--- config.mk ---
export PLATFORM = sky130hd
export DESIGN_NAME = http_response_header_parser_top
export DESIGN_NICKNAME = d
export VERILOG_FILES = /design/src/rtl/core/hrhp_pkg.sv /design/src/rtl/core/http_response_header_parser_top.sv /design/src/rtl/core/hrhp_parser.sv
export SDC_FILE = /design/constraint.sdc
export NUM_CORES = 1
export LEC_CHECK = 0
export ABC_AREA = 0
export BUFFER_PORTS_ARGS = -buffer_cell sky130_fd_sc_hd__buf_2
export CAP_MARGIN = 10
export CELL_PAD_IN_SITES_DETAIL_PLACEMENT = 0
export CELL_PAD_IN_SITES_GLOBAL_PLACEMENT = 1
export CORE_ASPECT_RATIO = 1.25
export CORE_MARGIN = 10
export CORE_UTILIZATION = 35
export CTS_CLUSTER_SIZE = 28
export DETAILED_ROUTE_END_ITERATION = 6
export GPL_ROUTABILITY_DRIVEN = 0
export MAX_ROUTING_LAYER = met4
export PLACE_DENSITY_LB_ADDON = 0.1
export SLEW_MARGIN = 20
export SYNTH_ARGS = -nofsm -noshare
export SYNTH_HDL_FRONTEND = slang
export SYNTH_SLANG_ARGS = --single-unit
--- constraint.sdc ---
create_clock -name clock -period 10.2 [get_ports clock]
set_clock_uncertainty 0.15 [all_clocks]
set_input_delay 0.51 -clock clock [delete_from_list [all_inputs] [get_ports clock]]
set_output_delay 0.51 -clock clock [all_outputs]
set_load 0.05 [all_outputs]
--- src/rtl/core/hrhp_pkg.sv ---
// Shared types, codes and header-name, header-value and status literals for the HTTP response header parser.
`timescale 1ns / 1ps

package hrhp_pkg;

   localparam int MAX_HEADER_BYTES_DEFAULT = 65536;

   localparam int LIT_WIDTH = 136;

   localparam logic [LIT_WIDTH-1:0] LIT_CLEN    = "Content-Length";
   localparam logic [LIT_WIDTH-1:0] LIT_TENC    = "Transfer-Encoding";
   localparam logic [LIT_WIDTH-1:0] LIT_CENC    = "Content-Encoding";
   localparam logic [LIT_WIDTH-1:0] LIT_CHUNKED = "chunked";
   localparam logic [LIT_WIDTH-1:0] LIT_GZIP    = "gzip";
   localparam logic [LIT_WIDTH-1:0] LIT_200     = "200";

   localparam logic [4:0] LEN_CLEN    = 5'd14;
   localparam logic [4:0] LEN_TENC    = 5'd17;
   localparam logic [4:0] LEN_CENC    = 5'd16;
   localparam logic [4:0] LEN_CHUNKED = 5'd7;
   localparam logic [4:0] LEN_GZIP    = 5'd4;
   localparam logic [4:0] LEN_200     = 5'd3;

   typedef enum logic [2:0] {
      KIND_VERSION = 3'd0,
      KIND_STATUS  = 3'd1,
      KIND_REASON  = 3'd2,
      KIND_KEY     = 3'd3,
      KIND_VALUE   = 3'd4,
      KIND_DONE    = 3'd5,
      KIND_ERROR   = 3'd6
   } token_kind_type;

   typedef enum logic [2:0] {
      ERR_NONE      = 3'd0,
      ERR_STRAY_CR  = 3'd1,
      ERR_STRAY_LF  = 3'd2,
      ERR_STATUS    = 3'd3,
      ERR_OVERFLOW  = 3'd4
   } error_code_type;

   typedef struct packed {
      token_kind_type kind;
      logic [15:0]    start;
      logic [15:0]    length;
      logic           status_ok;
      logic [31:0]    content_length;
      logic           chunked;
      logic           gzip;
      error_code_type error_code;
   } result_type;

   // True when the character at index i of a literal of length n equals c.
   function automatic logic lit_match(input logic [LIT_WIDTH-1:0] s, input logic [4:0] n,
                                      input logic [15:0] i, input logic [7:0] c);
      logic [7:0] base;
      base = {n - 5'd1 - i[4:0], 3'b000};
      return (i < {11'd0, n}) && (s[base +: 8] == c);
   endfunction

endpackage

--- src/rtl/core/http_response_header_parser_top.sv ---
// Top level of the HTTP response header parser with its output register.
// Latency: a token appears on the result channel in the cycle after the byte beat that ends it.
// Throughput: one byte beat per cycle while req_stall is low, set by the parser's per-beat state update.
// A stalled result stalls the input only while the output register is full.
// Reset clears the parser to the start of a status line and empties the output register.
`timescale 1ns / 1ps

module http_response_header_parser_top #(
   parameter int MAX_HEADER_BYTES = hrhp_pkg::MAX_HEADER_BYTES_DEFAULT
) (
   input  logic        clock,
   input  logic        reset,
   input  logic        req_valid,
   output logic        req_stall,
   input  logic        req_op,
   input  logic [7:0]  req_data_byte,
   output logic        rsp_valid,
   input  logic        rsp_stall,
   output logic [2:0]  rsp_token_kind,
   output logic [15:0] rsp_token_start,
   output logic [15:0] rsp_token_length,
   output logic        rsp_status_ok,
   output logic [31:0] rsp_content_length,
   output logic        rsp_chunked,
   output logic        rsp_gzip,
   output logic [2:0]  rsp_error_code
);

   logic                 rsp_valid_ff, rsp_valid_in;
   hrhp_pkg::result_type rsp_data_ff;
   hrhp_pkg::result_type result;
   logic                 step;
   logic                 emit;

   assign req_stall = rsp_valid_ff && rsp_stall;
   assign step = req_valid && !req_stall;

   hrhp_parser #(
      .MAX_HEADER_BYTES(MAX_HEADER_BYTES)
   ) u_parser (
      .clock(clock),
      .reset(reset),
      .step(step),
      .op(req_op),
      .data_byte(req_data_byte),
      .emit(emit),
      .result(result)
   );

   always_comb begin
      rsp_valid_in = rsp_valid_ff && rsp_stall;
      if (emit) begin
         rsp_valid_in = 1'b1;
      end
   end

   always_ff @(posedge clock) begin
      if (reset) begin
         rsp_valid_ff <= 1'b0;
      end else begin
         rsp_valid_ff <= rsp_valid_in;
      end
      if (emit) begin
         rsp_data_ff <= result;
      end
   end

   assign rsp_valid = rsp_valid_ff;
   assign rsp_token_kind = rsp_data_ff.kind;
   assign rsp_token_start = rsp_data_ff.start;
   assign rsp_token_length = rsp_data_ff.length;
   assign rsp_status_ok = rsp_data_ff.status_ok;
   assign rsp_content_length = rsp_data_ff.content_length;
   assign rsp_chunked = rsp_data_ff.chunked;
   assign rsp_gzip = rsp_data_ff.gzip;
   assign rsp_error_code = rsp_data_ff.error_code;

   a_stall_only_when_full: assert property (@(posedge clock) disable iff (reset)
      req_stall |-> rsp_valid_ff)
      else $error("input stalled while the output register is empty");

   a_error_code_matches_kind: assert property (@(posedge clock) disable iff (reset)
      rsp_valid_ff |-> ((rsp_token_kind == hrhp_pkg::KIND_ERROR) ==
                        (rsp_error_code != hrhp_pkg::ERR_NONE)))
      else $error("error code disagrees with token kind");

   a_summary_only_on_done: assert property (@(posedge clock) disable iff (reset)
      rsp_valid_ff && (rsp_token_kind != hrhp_pkg::KIND_DONE) |->
         !rsp_status_ok && !rsp_chunked && !rsp_gzip && (rsp_content_length == 32'd0))
      else $error("header summary fields set outside header complete");

   a_no_emit_on_restart: assert property (@(posedge clock) disable iff (reset)
      step && req_op |=> !rsp_valid_ff || $past(rsp_stall))
      else $error("restart beat produced a result");

endmodule

--- src/rtl/core/hrhp_parser.sv ---
// Per-byte state machine over the status line and header lines.
`timescale 1ns / 1ps

module hrhp_parser #(
   parameter int MAX_HEADER_BYTES = hrhp_pkg::MAX_HEADER_BYTES_DEFAULT
) (
   input  logic                 clock,
   input  logic                 reset,
   input  logic                 step,
   input  logic                 op,
   input  logic [7:0]           data_byte,
   output logic                 emit,
   output hrhp_pkg::result_type result
);

   localparam int LIMIT = (MAX_HEADER_BYTES < 65536) ? MAX_HEADER_BYTES : 65536;
   localparam int PW = $clog2(LIMIT + 1);

   typedef enum logic [3:0] {
      PH_VERSION   = 4'd0,
      PH_STATUS    = 4'd1,
      PH_REASON    = 4'd2,
      PH_REASON_CR = 4'd3,
      PH_KEY       = 4'd4,
      PH_VALUE     = 4'd5,
      PH_LINE_CR   = 4'd6,
      PH_END_CR    = 4'd7,
      PH_DONE      = 4'd8,
      PH_FAILED    = 4'd9
   } phase_type;

   typedef enum logic [1:0] {
      KEY_NONE = 2'd0,
      KEY_CLEN = 2'd1,
      KEY_TENC = 2'd2,
      KEY_CENC = 2'd3
   } key_type;

   phase_type   phase_ff, phase_in;
   logic [PW-1:0] pos_ff, pos_in;
   logic [PW-1:0] cts_ff, cts_in;
   logic [2:0]  key_cand_ff, key_cand_in;
   key_type     key_ff, key_in;
   logic [1:0]  val_cand_ff, val_cand_in;
   logic        lead_ff, lead_in;
   logic        status_ff, status_in;
   logic [31:0] acc_ff, acc_in;
   logic        chunked_ff, chunked_in;
   logic        gzip_ff, gzip_in;
   logic        finished_ff, finished_in;

   logic [PW-1:0] diff;
   logic [15:0]   rel;
   logic [35:0]   scaled;
   logic          is_digit;
   logic          emit_int;

   assign diff = pos_ff - cts_ff;
   assign rel = 16'(diff);
   assign is_digit = (data_byte >= 8'h30) && (data_byte <= 8'h39);
   assign scaled = {acc_ff, 3'b000} + {2'b00, acc_ff, 1'b0} + {32'd0, data_byte[3:0]};
   assign emit = step && emit_int;

   always_comb begin
      phase_in = phase_ff;
      pos_in = pos_ff;
      cts_in = cts_ff;
      key_cand_in = key_cand_ff;
      key_in = key_ff;
      val_cand_in = val_cand_ff;
      lead_in = lead_ff;
      status_in = status_ff;
      acc_in = acc_ff;
      chunked_in = chunked_ff;
      gzip_in = gzip_ff;
      finished_in = finished_ff;
      emit_int = 1'b0;
      result = '0;
      result.kind = hrhp_pkg::KIND_VERSION;
      result.error_code = hrhp_pkg::ERR_NONE;
      if (op) begin
         phase_in = PH_VERSION;
         pos_in = '0;
         cts_in = '0;
         key_cand_in = 3'b111;
         key_in = KEY_NONE;
         val_cand_in = 2'b11;
         lead_in = 1'b0;
         status_in = 1'b1;
         acc_in = '0;
         chunked_in = 1'b0;
         gzip_in = 1'b0;
         finished_in = 1'b0;
      end else if (!finished_ff) begin
         if (pos_ff >= PW'(LIMIT)) begin
            phase_in = PH_FAILED;
            finished_in = 1'b1;
            emit_int = 1'b1;
            result.kind = hrhp_pkg::KIND_ERROR;
            result.error_code = hrhp_pkg::ERR_OVERFLOW;
         end else begin
            pos_in = pos_ff + 1'b1;
            result.start = 16'(cts_ff);
            result.length = rel;
            if (data_byte == 8'h0D) begin
               case (phase_ff)
                  PH_REASON: begin
                     phase_in = PH_REASON_CR;
                     cts_in = pos_ff + 1'b1;
                     emit_int = 1'b1;
                     result.kind = hrhp_pkg::KIND_REASON;
                  end
                  PH_KEY: begin
                     phase_in = PH_END_CR;
                  end
                  PH_VALUE: begin
                     phase_in = PH_LINE_CR;
                     if (key_ff == KEY_TENC && val_cand_ff[0] && rel == 16'd7) begin
                        chunked_in = 1'b1;
                     end
                     if (key_ff == KEY_CENC && val_cand_ff[1] && rel == 16'd4) begin
                        gzip_in = 1'b1;
                     end
                     emit_int = 1'b1;
                     result.kind = hrhp_pkg::KIND_VALUE;
                  end
                  default: begin
                     phase_in = PH_FAILED;
                     finished_in = 1'b1;
                     emit_int = 1'b1;
                     result = '0;
                     result.kind = hrhp_pkg::KIND_ERROR;
                     result.start = 16'(pos_ff);
                     result.error_code = hrhp_pkg::ERR_STRAY_CR;
                  end
               endcase
            end else if (data_byte == 8'h0A) begin
               case (phase_ff)
                  PH_REASON_CR, PH_LINE_CR: begin
                     phase_in = PH_KEY;
                     cts_in = pos_ff + 1'b1;
                     key_cand_in = 3'b111;
                  end
                  PH_END_CR: begin
                     finished_in = 1'b1;
                     emit_int = 1'b1;
                     result = '0;
                     result.start = 16'(pos_ff);
                     if (!status_ff) begin
                        phase_in = PH_FAILED;
                        result.kind = hrhp_pkg::KIND_ERROR;
                        result.error_code = hrhp_pkg::ERR_STATUS;
                     end else begin
                        phase_in = PH_DONE;
                        result.kind = hrhp_pkg::KIND_DONE;
                        result.error_code = hrhp_pkg::ERR_NONE;
                        result.status_ok = 1'b1;
                        result.content_length = acc_ff;
                        result.chunked = chunked_ff;
                        result.gzip = gzip_ff;
                     end
                  end
                  default: begin
                     phase_in = PH_FAILED;
                     finished_in = 1'b1;
                     emit_int = 1'b1;
                     result = '0;
                     result.kind = hrhp_pkg::KIND_ERROR;
                     result.start = 16'(pos_ff);
                     result.error_code = hrhp_pkg::ERR_STRAY_LF;
                  end
               endcase
            end else begin
               case (phase_ff)
                  PH_VERSION: begin
                     if (data_byte == 8'h20) begin
                        phase_in = PH_STATUS;
                        cts_in = pos_ff + 1'b1;
                        status_in = 1'b1;
                        emit_int = 1'b1;
                        result.kind = hrhp_pkg::KIND_VERSION;
                     end
                  end
                  PH_STATUS: begin
                     if (data_byte == 8'h20) begin
                        if (rel != 16'd3) begin
                           status_in = 1'b0;
                        end
                        phase_in = PH_REASON;
                        cts_in = pos_ff + 1'b1;
                        emit_int = 1'b1;
                        result.kind = hrhp_pkg::KIND_STATUS;
                     end else if (!hrhp_pkg::lit_match(hrhp_pkg::LIT_200, hrhp_pkg::LEN_200,
                                                       rel, data_byte)) begin
                        status_in = 1'b0;
                     end
                  end
                  PH_KEY: begin
                     if (data_byte == 8'h3A) begin
                        if (key_cand_ff[0] && rel == 16'd14) begin
                           key_in = KEY_CLEN;
                           acc_in = '0;
                        end else if (key_cand_ff[1] && rel == 16'd17) begin
                           key_in = KEY_TENC;
                        end else if (key_cand_ff[2] && rel == 16'd16) begin
                           key_in = KEY_CENC;
                        end else begin
                           key_in = KEY_NONE;
                        end
                        phase_in = PH_VALUE;
                        cts_in = pos_ff + 1'b1;
                        val_cand_in = 2'b11;
                        lead_in = 1'b1;
                        emit_int = 1'b1;
                        result.kind = hrhp_pkg::KIND_KEY;
                     end else begin
                        if (!hrhp_pkg::lit_match(hrhp_pkg::LIT_CLEN, hrhp_pkg::LEN_CLEN,
                                                 rel, data_byte)) begin
                           key_cand_in[0] = 1'b0;
                        end
                        if (!hrhp_pkg::lit_match(hrhp_pkg::LIT_TENC, hrhp_pkg::LEN_TENC,
                                                 rel, data_byte)) begin
                           key_cand_in[1] = 1'b0;
                        end
                        if (!hrhp_pkg::lit_match(hrhp_pkg::LIT_CENC, hrhp_pkg::LEN_CENC,
                                                 rel, data_byte)) begin
                           key_cand_in[2] = 1'b0;
                        end
                     end
                  end
                  PH_VALUE: begin
                     if (data_byte == 8'h20 && lead_ff) begin
                        cts_in = pos_ff + 1'b1;
                     end else begin
                        lead_in = 1'b0;
                        if (key_ff == KEY_CLEN) begin
                           if (val_cand_ff[0] && is_digit) begin
                              acc_in = (scaled[35:32] != 4'd0) ? 32'hFFFF_FFFF : scaled[31:0];
                           end else begin
                              val_cand_in[0] = 1'b0;
                           end
                        end else begin
                           if (!hrhp_pkg::lit_match(hrhp_pkg::LIT_CHUNKED,
                                                    hrhp_pkg::LEN_CHUNKED, rel, data_byte)) begin
                              val_cand_in[0] = 1'b0;
                           end
                           if (!hrhp_pkg::lit_match(hrhp_pkg::LIT_GZIP, hrhp_pkg::LEN_GZIP,
                                                    rel, data_byte)) begin
                              val_cand_in[1] = 1'b0;
                           end
                        end
                     end
                  end
                  default: begin
                  end
               endcase
            end
         end
      end
   end

   always_ff @(posedge clock) begin
      if (reset) begin
         phase_ff <= PH_VERSION;
         pos_ff <= '0;
         cts_ff <= '0;
         key_cand_ff <= 3'b111;
         key_ff <= KEY_NONE;
         val_cand_ff <= 2'b11;
         lead_ff <= 1'b0;
         status_ff <= 1'b1;
         acc_ff <= '0;
         chunked_ff <= 1'b0;
         gzip_ff <= 1'b0;
         finished_ff <= 1'b0;
      end else if (step) begin
         phase_ff <= phase_in;
         pos_ff <= pos_in;
         cts_ff <= cts_in;
         key_cand_ff <= key_cand_in;
         key_ff <= key_in;
         val_cand_ff <= val_cand_in;
         lead_ff <= lead_in;
         status_ff <= status_in;
         acc_ff <= acc_in;
         chunked_ff <= chunked_in;
         gzip_ff <= gzip_in;
         finished_ff <= finished_in;
      end
   end

endmodule
==> results of run 1 <==
## routing by layer
metal,up-vias,GRT usage,part of all wire
met3,68,0.02869,0.035
met5,-,-,0
li1,5295,-,-
met1,5114,0.2069,0.42
met4,0,0.07521,0.032
met2,230,0.3256,0.51
## kinds of logic (layout without fill, tap and decap cells)
kind of cell	count (synthesis)	in the layout	synth area share
xor+xnor	70	70	0.06066
mux	50	50	0.04123
compound gates	391	391	0.2200
buf+inv	132	187	0.04554
flops	155	155	0.3150
simple gates	511	511	0.2078
other cells	0	5	0
fa+ha+maj	105	105	0.1098
## layout by cell type, fill, tap and decap left out, types with 16 or more instances in the layout
master | netlist | routed
nor3_1 | 32 | 31
and2_1 | 42 | 42
dfxtp_1 | 82 | 82
inv_1 | 50 | 50
ha_1 | 102 | 102
a211oi_1 | 22 | 22
xnor2_1 | 29 | 28
a22o_1 | 32 | 32
a31oi_1 | 17 | 16
nand2_1 | 106 | 106
buf_2 | 14 | 87
clkbuf_16 | 0 | 21
nand4_1 | 17 | 17
xor2_1 | 32 | 32
o211ai_1 | 23 | 23
nor2_1 | 156 | 156
o21ai_0 | 54 | 54
a21oi_1 | 108 | 108
edfxtp_1 | 73 | 73
nand3_1 | 60 | 60
mux2i_1 | 49 | 49
a21o_1 | 19 | 19
o21a_1 | 17 | 17
## stage by stage
step                      hold slack, ps  area [µm²]  power (mW)  std cells
final                              273.9       13630       1.588       1942
after global routing               275.6       13630       1.648       1942
after CTS                          260.0       13590       1.599       1936
after detailed placement           319.5       12970      0.9156       1904
after global placement             315.5       12970      0.9181       1904
after floorplan                    270.7       12170      0.8487       1414
## Yosys cell counts, types with 9 or more instances
library cell and number:
clkbuf_1 55, nand2_1 106, nand4_1 17, a21oi_1 108, buf_2 14, ha_1 102
xnor2_1 29, nor3_1 32, a21boi_0 9, edfxtp_1 73, xor2_1 32, o211ai_1 23
a21o_1 19, dfxtp_1 82, inv_1 50, a211oi_1 22, and2_1 42, mux2i_1 49
o21a_1 17, a31oi_1 17, nand3_1 60, nor2_1 156, or3_1 13, a22o_1 32
o21ai_0 54, o21ai_1 9, nand2b_1 12, and3_1 11
## worst register-to-register path: cells and delay by family, from the launching register on
family / cells / cell delay (ps)
flops: 1 / 590
simple gates: 4 / 1410
buf+inv: 1 / 580
fa+ha+maj: 2 / 890
xor+xnor: 2 / 370
compound gates: 4 / 1150
## flip-flops by register name, summed over array words and instances (netlist names), 2 cells and up
register,count
u_parser.key_cand_ff,3
u_parser.acc_ff,32
u_parser.pos_ff,17
rsp_token_length,16
rsp_content_length,32
rsp_token_kind,3
rsp_token_start,16
u_parser.val_cand_ff,2
rsp_error_code,3
u_parser.phase_ff,4
u_parser.key_ff,2
u_parser.cts_ff,16
## power by group
part           switching [mW]  leakage [nW]  internal, mW  total, mW
Sequential            0.00321          1.24         0.649      0.652
Combinational           0.164          3.89        0.0889      0.253
Clock                   0.301         0.303         0.382      0.683
## layout make-up
class / instances / area (µm²)
clock inverters: 7 / 63.81
inverters: 53 / 198.9
flip-flops and latches: 155 / 3834
well taps: 468 / 585.6
fillers: 3582 / 20800
repair buffers: 102 / 568.0
diodes: 5 / 12.51
multi-input cells: 1127 / 7814
clock buffers: 25 / 550.5
## worst min-delay path by stage
stage / start / endpoint / slack, ps / depth (start not counted)
global route: rsp_stall / rsp_valid / 280 / 5
floorplan: u_parser.gzip_ff / u_parser.gzip_ff / 270 / 2
CTS: rsp_stall / rsp_valid / 260 / 5
global placement: u_parser.gzip_ff / u_parser.gzip_ff / 320 / 2
detailed placement: u_parser.key_ff[1] / u_parser.key_ff[1] / 320 / 2
finish: rsp_stall / rsp_valid / 270 / 5
==> summary.txt, run 1 <==
Setup path
  – CP Buf/Inv Count: 1
  – Setup CP Type: register to register
  – Worst path slowest cell: nor2_1
  – Startpoint types: register
  – Critical path origin: u_parser.pos_ff[2]
  – Worst path max stage delay: 850 ps
  – Reg2Reg Launch Point: u_parser.pos_ff[2]
  – Worst setup endpoint: u_parser.status_ff
  – Worst reg2reg path depth: 13
  – Worst r2r dst: u_parser.status_ff
  – Crit end category: register
  – Reg2Reg Setup Slack: ~5000 ps
  – Crit path max fanout: 13
  – Worst Path Arrival: between 5000 and 6000 ps
  – Top cell family by delay on the critical path: simple AND/OR/NAND/NOR gates
  – Crit. path cell count: 13
  – WP data required: 10450 ps
  – CP cell instances: ha_1 -> o21a_1 -> o21a_1 -> nor2_1 -> inv_1 -> ha_1 -> nor2b_1 -> xnor3_1 -> and3b_1 -> nand3b_1 -> xnor2_1 -> o32ai_1 -> a311o_1

Job
  – Max Cap Viol: 0

Floorplanning
  – Std-Cell Core Area: between 0.03 and 0.04 mm²
  – Ports: slightly below 90
  – Chip Height: around 230 µm
  – Die width: between 150 and 200 µm
  – Site row count: 76
  – Initial core utilization: 0.3536
  – Die ar.: around 0.043 mm²

Power
  – Worst VDD drop: approximately 85 µV
  – PwrDens: roughly 120 mW/mm²
  – Pleak: around 5.4 nW

Global routing
  – Largest net degree at the start of global routing: between 70 and 80
  – Initial antenna violation count: 5
  – GRT Util Overall: 0.1857
  – Global route total overflow: 0
  – Vias in the first global route: ~11000
  – Global-route wire length before repair: ~62 mm

Clocking
  – CTS Sinks: 155
  – Clock root cell: clkbuf_16
  – CTS tree: yes
  – CTS Buf Count: 17
  – H-Tree Depth: 4
  – Clock buffer depth: 2
  – Hold buffers post-CTS: 0
  – Postcts setup bufs: 0
  – Clk_lat worst skew: about 460 ps
  – Cts repair resizes: 0
  – Clk slew on worst S/H paths: approximately 70 ps

Drt
  – Wire per inst: around 20 µm
  – Routed Wire Length: between 30 and 40 mm
  – Via count: around 11000
  – Post-route ant nets: 0
  – DRC: 0
  – Number of DRC markers in iteration 0: around 680
  – DRT Pass-1 Iters: 5
  – Drt via density: 5.513

Place
  – DP HPWL: roughly 28 mm
  – Worst slack, placed: 5138 ps
  – Port buffer count: 87

Logic synthesis
  – Yosys Warn Count: 0
  – Largest cells by area after synthesis: edfxtp_1 18%, dfxtp_1 13%, ha_1 10%
  – Synth unique cells: 95
  – Post-synthesis register bit count: between 150 and 200
  – Syn Nets: about 1500
  – Synth Flop Type: dfxtp_1
  – Fraction of registers with async set/reset: 0
  – Syn Area/Cell: 8.607 µm²
  – Post-synth EDFFs: 73
  – Sequential share of the synthesized area: 0.3150
  – Post-synth top area share: 0.1801
  – Yosys top cell by area: edfxtp_1
  – Cell count after synthesis: 1414
  – Netlist Area Pre-Place: roughly 0.012 mm²

STA
  – Final period utilization: 0.5099
  – Post-layout min period: 5201 ps
  – Setup TNS Final: 0 ps
  – Final Worst Setup Slack: between 4000 and 5000 ps
  – Fmax achieved: around 0.19 GHz
  – Worst slew margin: 0.3049
  – Worst-Margin Slew: slightly above 1000 ps
  – Final setup fails: 0
  – RSZ-0062 raised after global routing: no
  – Fin. max-slew vios: 0
  – Fin. Hold Viols: 0

Run status
  – Status: completed

Cells and area
  – Final layout net count: approximately 1600
  – Fraction of layout cells with a size suffix above 1: 0.1137
  – P&R area growth vs syn: 11.97%
  – Finished Core Util: 0.3959

Worst hold path
  – Worst min path class: primary input to register
No activity file was read; power rests on OpenSTA's default activity.
==> run 2: changes to the inputs <==
Clock period 10.2 ns to 4.87 ns, I/O delays scaled along.
==> run 2 against run 1 <==
Register-to-register slack lost 4400 ps. Design area grew 0.87%. Combinational power grew 110%. Via count grew 0.13%. Largest cell class unchanged. Clock-buffer cell count shrank 7. Largest power group unchanged. Clock power grew 100%. Critical path type unchanged. Global-route usage shrank 0.24 points. Sequential share of layout area shrank 0.24 points. Critical path depth is the same. Final cell count grew 0.88%. Flip-flop and latch count is the same. Worst setup slack lost 4400 ps.
==> summary.txt, run 2 (same netlist as run 1, synthesis figures left out) <==
Setup path
  – Reg2Reg Setup Slack: roughly 610 ps
  – Setup CP Type: register to register
  – WP data required: between 5000 and 6000 ps
  – Reg2Reg Launch Point: u_parser.pos_ff[0]
  – Crit end category: register
  – Critical path origin: u_parser.pos_ff[0]
  – Worst Path Arrival: between 4000 and 5000 ps
  – Worst setup endpoint: u_parser.key_cand_ff[1]
  – Crit path max fanout: 10
  – Worst r2r dst: u_parser.key_cand_ff[1]
  – Startpoint types: register
  – Worst reg2reg path depth: 13

Cells and area
  – Fraction of layout cells with a size suffix above 1: 0.1258
  – Most common cell after layout, fill and taps aside: nor2_1
  – Final layout net count: between 1500 and 2000
  – Most frequent cells in the layout: 156 x nor2_1, 108 x a21oi_1, 106 x nand2_1
  – Finished Core Util: 0.3993
  – P&R area growth vs syn: 12.94%

Worst hold path
  – Worst min path class: primary input to register
  – Cells on Worst Hold Path: 5

Floorplanning
  – Site row count: 76
  – Std-Cell Core Area: 0.03442 mm²
  – Chip Height: around 230 µm
  – Die ar.: 0.04268 mm²
  – Initial core utilization: 0.3536
  – Ports: 88
  – Die width: roughly 190 µm

Power
  – PwrDens: about 240 mW/mm²
  – Pleak: approximately 5.6 nW
  – Worst VDD drop: 200.3 µV

Clocking
  – Clock buffer depth: 2
  – H-Tree Depth: 4
  – Clk_lat worst skew: roughly 440 ps
  – Clk slew on worst S/H paths: ~70 ps
  – Clock root cell: clkbuf_16
  – CTS tree: yes
  – CTS Buf Count: 17
  – CTS Sinks: 155

Drt
  – Post-route ant nets: 0
  – Routed Wire Length: about 38 mm
  – DRC: 0
  – Drt via density: approximately 5.5
  – DRT Pass-1 Iters: 5
  – Number of DRC markers in iteration 0: a little over 600
  – Wire per inst: ~20 µm
  – Via count: approximately 11000

Place
  – Port buffer count: 87
  – DP HPWL: 28.87 mm

Global routing
  – Initial antenna violation count: 5
  – Vias in the first global route: between 10000 and 15000
  – Global route total overflow: 0
  – Largest net degree at the start of global routing: 40
  – Global-route wire length before repair: between 60 and 70 mm
  – GRT Util Overall: 0.1833

STA
  – Setup TNS Final: 0 ps
  – Worst-Margin Slew: 942.5 ps
  – Worst slew margin: 0.3637
  – Final period utilization: 0.8749
  – RSZ-0062 raised after global routing: no
  – Post-layout min period: between 4000 and 5000 ps
  – Final setup fails: 0
  – Fin. max-slew vios: 0
  – Fin. Hold Viols: 0
  – Fmax achieved: ~0.23 GHz

Run status
  – Status: completed

Job
  – Max Cap Viol: 0
-- run 2: cell types whose count changed in the layout (fill, tap and decap cells not counted), sizes merged --
cell         before  now
clkbuf           25   18
dlygate4sd3       0    1
clkinvlp          0    2
clkinv            5    9
bufinv            0    2
inv              55   54
buf             102  118
-- run 2: worst min path at each step --
| stage | from | endpoint | slack, ps |
|---|---|---|---|
| after floorplan | u_parser.gzip_ff | u_parser.gzip_ff | 270 |
| after detailed placement | u_parser.gzip_ff | u_parser.gzip_ff | 310 |
| after global placement | u_parser.key_ff[1] | u_parser.key_ff[1] | 310 |
| final | rsp_stall | rsp_valid | 20 |
| after global routing | rsp_stall | rsp_valid | 60 |
| after CTS | rsp_stall | rsp_valid | 10 |
-- run 2: metal layers --
metal / vias up / GRT usage / wire (µm)
met3: 62 / 0.03144 / 1268
met5: - / - / 0
li1: 5311 / - / -
met4: 0 / 0.07446 / 1105
met2: 202 / 0.3195 / 19760
met1: 5146 / 0.2038 / 16230
-- run 2: area by class of cell --
class | instances | area [µm²]
inverter | 53 | 198.9
clock inverter | 14 | 165.2
sequential | 155 | 3834
fill | 3631 | 20680
tap | 468 | 585.6
timing repair buffer | 119 | 703.2
multi-input combinational | 1127 | 7818
clock buffer | 18 | 429.2
antenna | 5 | 12.51
-- run 2: timing repair --
| item | CTS | global route |
|---|---|---|
| setup buffers | 0 | 0 |
| setup endpoints to repair | 0 | 0 |
| endpoints found under the hold margin | 5 | 0 |
| gates resized for setup | 0 | 0 |
| hold buffers | 1 | 0 |
-- run 2: critical path, stage by stage, from the launching register on --
cell and delay, ps:
dfxtp_1 410, inv_1 100, ha_1 220, fa_1 400, xor2_1 370, buf_4 260
ha_1 340, clkinv_1 300, nand3_1 160, o22ai_1 90, a2111oi_0 770, mux2i_1 270
o211ai_1 110, o31ai_1 220
-- run 2: where the power goes --
| part | total, mW | switching, mW | internal (mW) |
|---|---|---|---|
| registers | 1.37 | 0.00749 | 1.36 |
| logic | 0.541 | 0.344 | 0.197 |
| clock network | 1.38 | 0.617 | 0.767 |
-- run 2: per-stage QoR --
| stage | cell area [µm²] | instances | setup WS, ps | hold WS, ps | power (mW) |
|---|---|---|---|---|---|
| 4_1_cts | 13730 | 1954 | 580.5 | 12.41 | 3.328 |
| 5_1_grt | 13750 | 1959 | 319.0 | 59.09 | 3.432 |
| 3_3_place_gp | 13130 | 1921 | 618.1 | 307.7 | 1.933 |
| 2_1_floorplan | 12180 | 1414 | 519.7 | 270.7 | 1.777 |
| 3_5_place_dp | 13130 | 1921 | 565.6 | 308.6 | 1.929 |
| 6_report | 13750 | 1959 | 609.0 | 17.88 | 3.291 |
==> run 3: changes to the inputs <==
Settings changed: REMOVE_ABC_BUFFERS set to 1.
==> run 3 against run 2 <==
Clock power grew 3%. Clock-buffer cell count grew 2. Fmax shrank 4.9%. Register-to-register slack lost 220 ps. Final cell count shrank 0.26%. Wire length grew 1.3%. Flip-flop and latch count is the same. Design area shrank 0.24%. First-iteration DRC count grew 24%. Total power grew 0.99%. Largest cell class unchanged. Largest power group unchanged.
==> summary.txt, run 3 (same netlist as run 1, synthesis figures left out) <==
Run status
  – Status: completed

Drt
  – DRT Pass-1 Iters: 5
  – DRC: 0
  – Routed Wire Length: 38.86 mm
  – Drt via density: approximately 5.5
  – Number of DRC markers in iteration 0: about 750
  – Post-route ant nets: 0
  – Wire per inst: 19.89 µm
  – Via count: around 11000

Job
  – Max Cap Viol: 0

Setup path
  – WP data required: between 5000 and 6000 ps
  – Crit path max fanout: 10
  – Top cell family by delay on the critical path: adder cells
  – CP Buf/Inv Count: 2
  – Crit end category: register
  – Worst Path Arrival: about 4700 ps
  – Startpoint types: register
  – Setup CP Type: register to register
  – Crit path top cell by count: ha_1
  – Worst path max stage delay: slightly below 900 ps
  – CP cell instances: inv_1 -> ha_1 -> fa_1 -> ha_1 -> ha_1 -> clkinv_1 -> nand3_1 -> o22ai_1 -> a2111oi_0 -> mux2i_1 -> o211ai_1 -> o31ai_1
  – Worst path slowest cell: a2111oi_0

Clocking
  – Postcts setup bufs: 0
  – Clk_lat worst skew: 460 ps
  – CTS tree: yes
  – Clock buffer depth: 2
  – H-Tree Depth: 4
  – CTS Sinks: between 150 and 200
  – CTS Buf Count: 17
  – Clk slew on worst S/H paths: 70 ps
  – Clock root cell: clkbuf_16
  – Cts repair resizes: 0

Cells and area
  – Most frequent cells in the layout: 156 x nor2_1, 108 x a21oi_1, 106 x nand2_1
  – Ant diodes: 0
  – Fraction of layout cells with a size suffix above 1: 0.1238
  – P&R area growth vs syn: 12.68%
  – Post-route cell area: approximately 0.014 mm²
  – Most common cell after layout, fill and taps aside: nor2_1
  – Final layout net count: ~1600

Floorplanning
  – Site row count: 76
  – Ports: 88
  – Initial core utilization: 0.3536
  – Die width: about 190 µm
  – Std-Cell Core Area: approximately 0.034 mm²
  – Chip Height: between 200 and 250 µm
  – Die ar.: between 0.04 and 0.05 mm²

Global routing
  – Global route total overflow: 0
  – GRT Util Overall: 0.1854
  – Largest net degree at the start of global routing: 50
  – Vias in the first global route: approximately 11000
  – Global-route wire length before repair: just over 60 mm
  – Initial antenna violation count: 0

Place
  – Port buffer count: 87
  – Worst slack, placed: just over 500 ps
  – DP HPWL: 28.43 mm
  – Cell Area, Placed: 0.01310 mm²

Worst hold path
  – Worst min path class: primary input to register

STA
  – Final worst hold slack: 118.7 ps
  – Fmax achieved: between 0.2 and 0.25 GHz
  – Final period utilization: 0.9204
  – RSZ-0062 raised after global routing: no
  – Post-layout min period: 4482 ps
  – Worst slew margin: 0.3369
  – Fin. Hold Viols: 0
  – Final Worst Setup Slack: between 300 and 400 ps
  – Final setup fails: 0
  – Worst-Margin Slew: slightly below 1000 ps
  – Fin. max-slew vios: 0

Power
  – Worst VDD drop: roughly 170 µV
  – PwrDens: approximately 240 mW/mm²
  – Pleak: about 5.5 nW
-- run 3: layout make-up --
| type | instances | area (µm²) |
|---|---|---|
| repair buffers | 119 | 678.2 |
| clock inverters | 12 | 162.7 |
| flip-flops and latches | 155 | 3834 |
| inverters | 53 | 198.9 |
| clock buffers | 20 | 436.7 |
| multi-input cells | 1127 | 7818 |
| fillers | 3558 | 20710 |
| well taps | 468 | 585.6 |
-- run 3: layer usage --
| metal | vias up | global-route usage | wire length, µm |
|---|---|---|---|
| li1 | 5336 | - | - |
| met1 | 5191 | 0.2159 | 16740 |
| met2 | 234 | 0.3263 | 20170 |
| met3 | 38 | 0.02610 | 1276 |
| met4 | 0 | 0.05073 | 672 |
| met5 | - | - | 0 |
-- run 3: worst min-delay path, delay by kind of cell --
| kind | cells | cell delay, ps |
|---|---|---|
| AO/OA/AOI/OAI | 2 | 150 |
| buffers and inverters | 2 | 290 |
-- run 3: timing repair --
item | 4_1_cts | 5_1_grt
hold buffers | 1 | 0
endpoints found under the hold margin | 1 | 0
setup endpoints to repair | 0 | 0
-- run 3: report_power, final --
group / total (mW) / internal (mW) / switching [mW] / leakage [nW]
registers: 1.37 / 1.36 / 0.00696 / 1.27
clock network: 1.42 / 0.813 / 0.602 / 0.286
logic: 0.542 / 0.194 / 0.348 / 3.99
-- run 3: stage by stage --
step,util,total power [mW],TNS [ps],cells
4_1_cts,0.3984,3.354,0,1954
2_1_floorplan,-,1.749,-75840,1335
5_1_grt,0.3984,3.459,0,1954
3_3_place_gp,0.3807,1.931,0,1921
3_5_place_dp,0.3807,1.930,0,1921
6_report,0.3984,3.323,0,1954
-- run 3: path summary, 6_finish.rpt --
| kind | start | end | slack (ps) | cells after the start |
|---|---|---|---|---|
| worst min register to register | u_parser.chunked_ff | u_parser.chunked_ff | 330 | 2 |
| worst max register to register | u_parser.pos_ff[0] | u_parser.key_cand_ff[1] | 390 | 12 |
| worst max-delay path | u_parser.pos_ff[0] | u_parser.key_cand_ff[1] | 390 | 12 |
| worst min-delay path | reset | u_parser.pos_ff[16] | 120 | 4 |
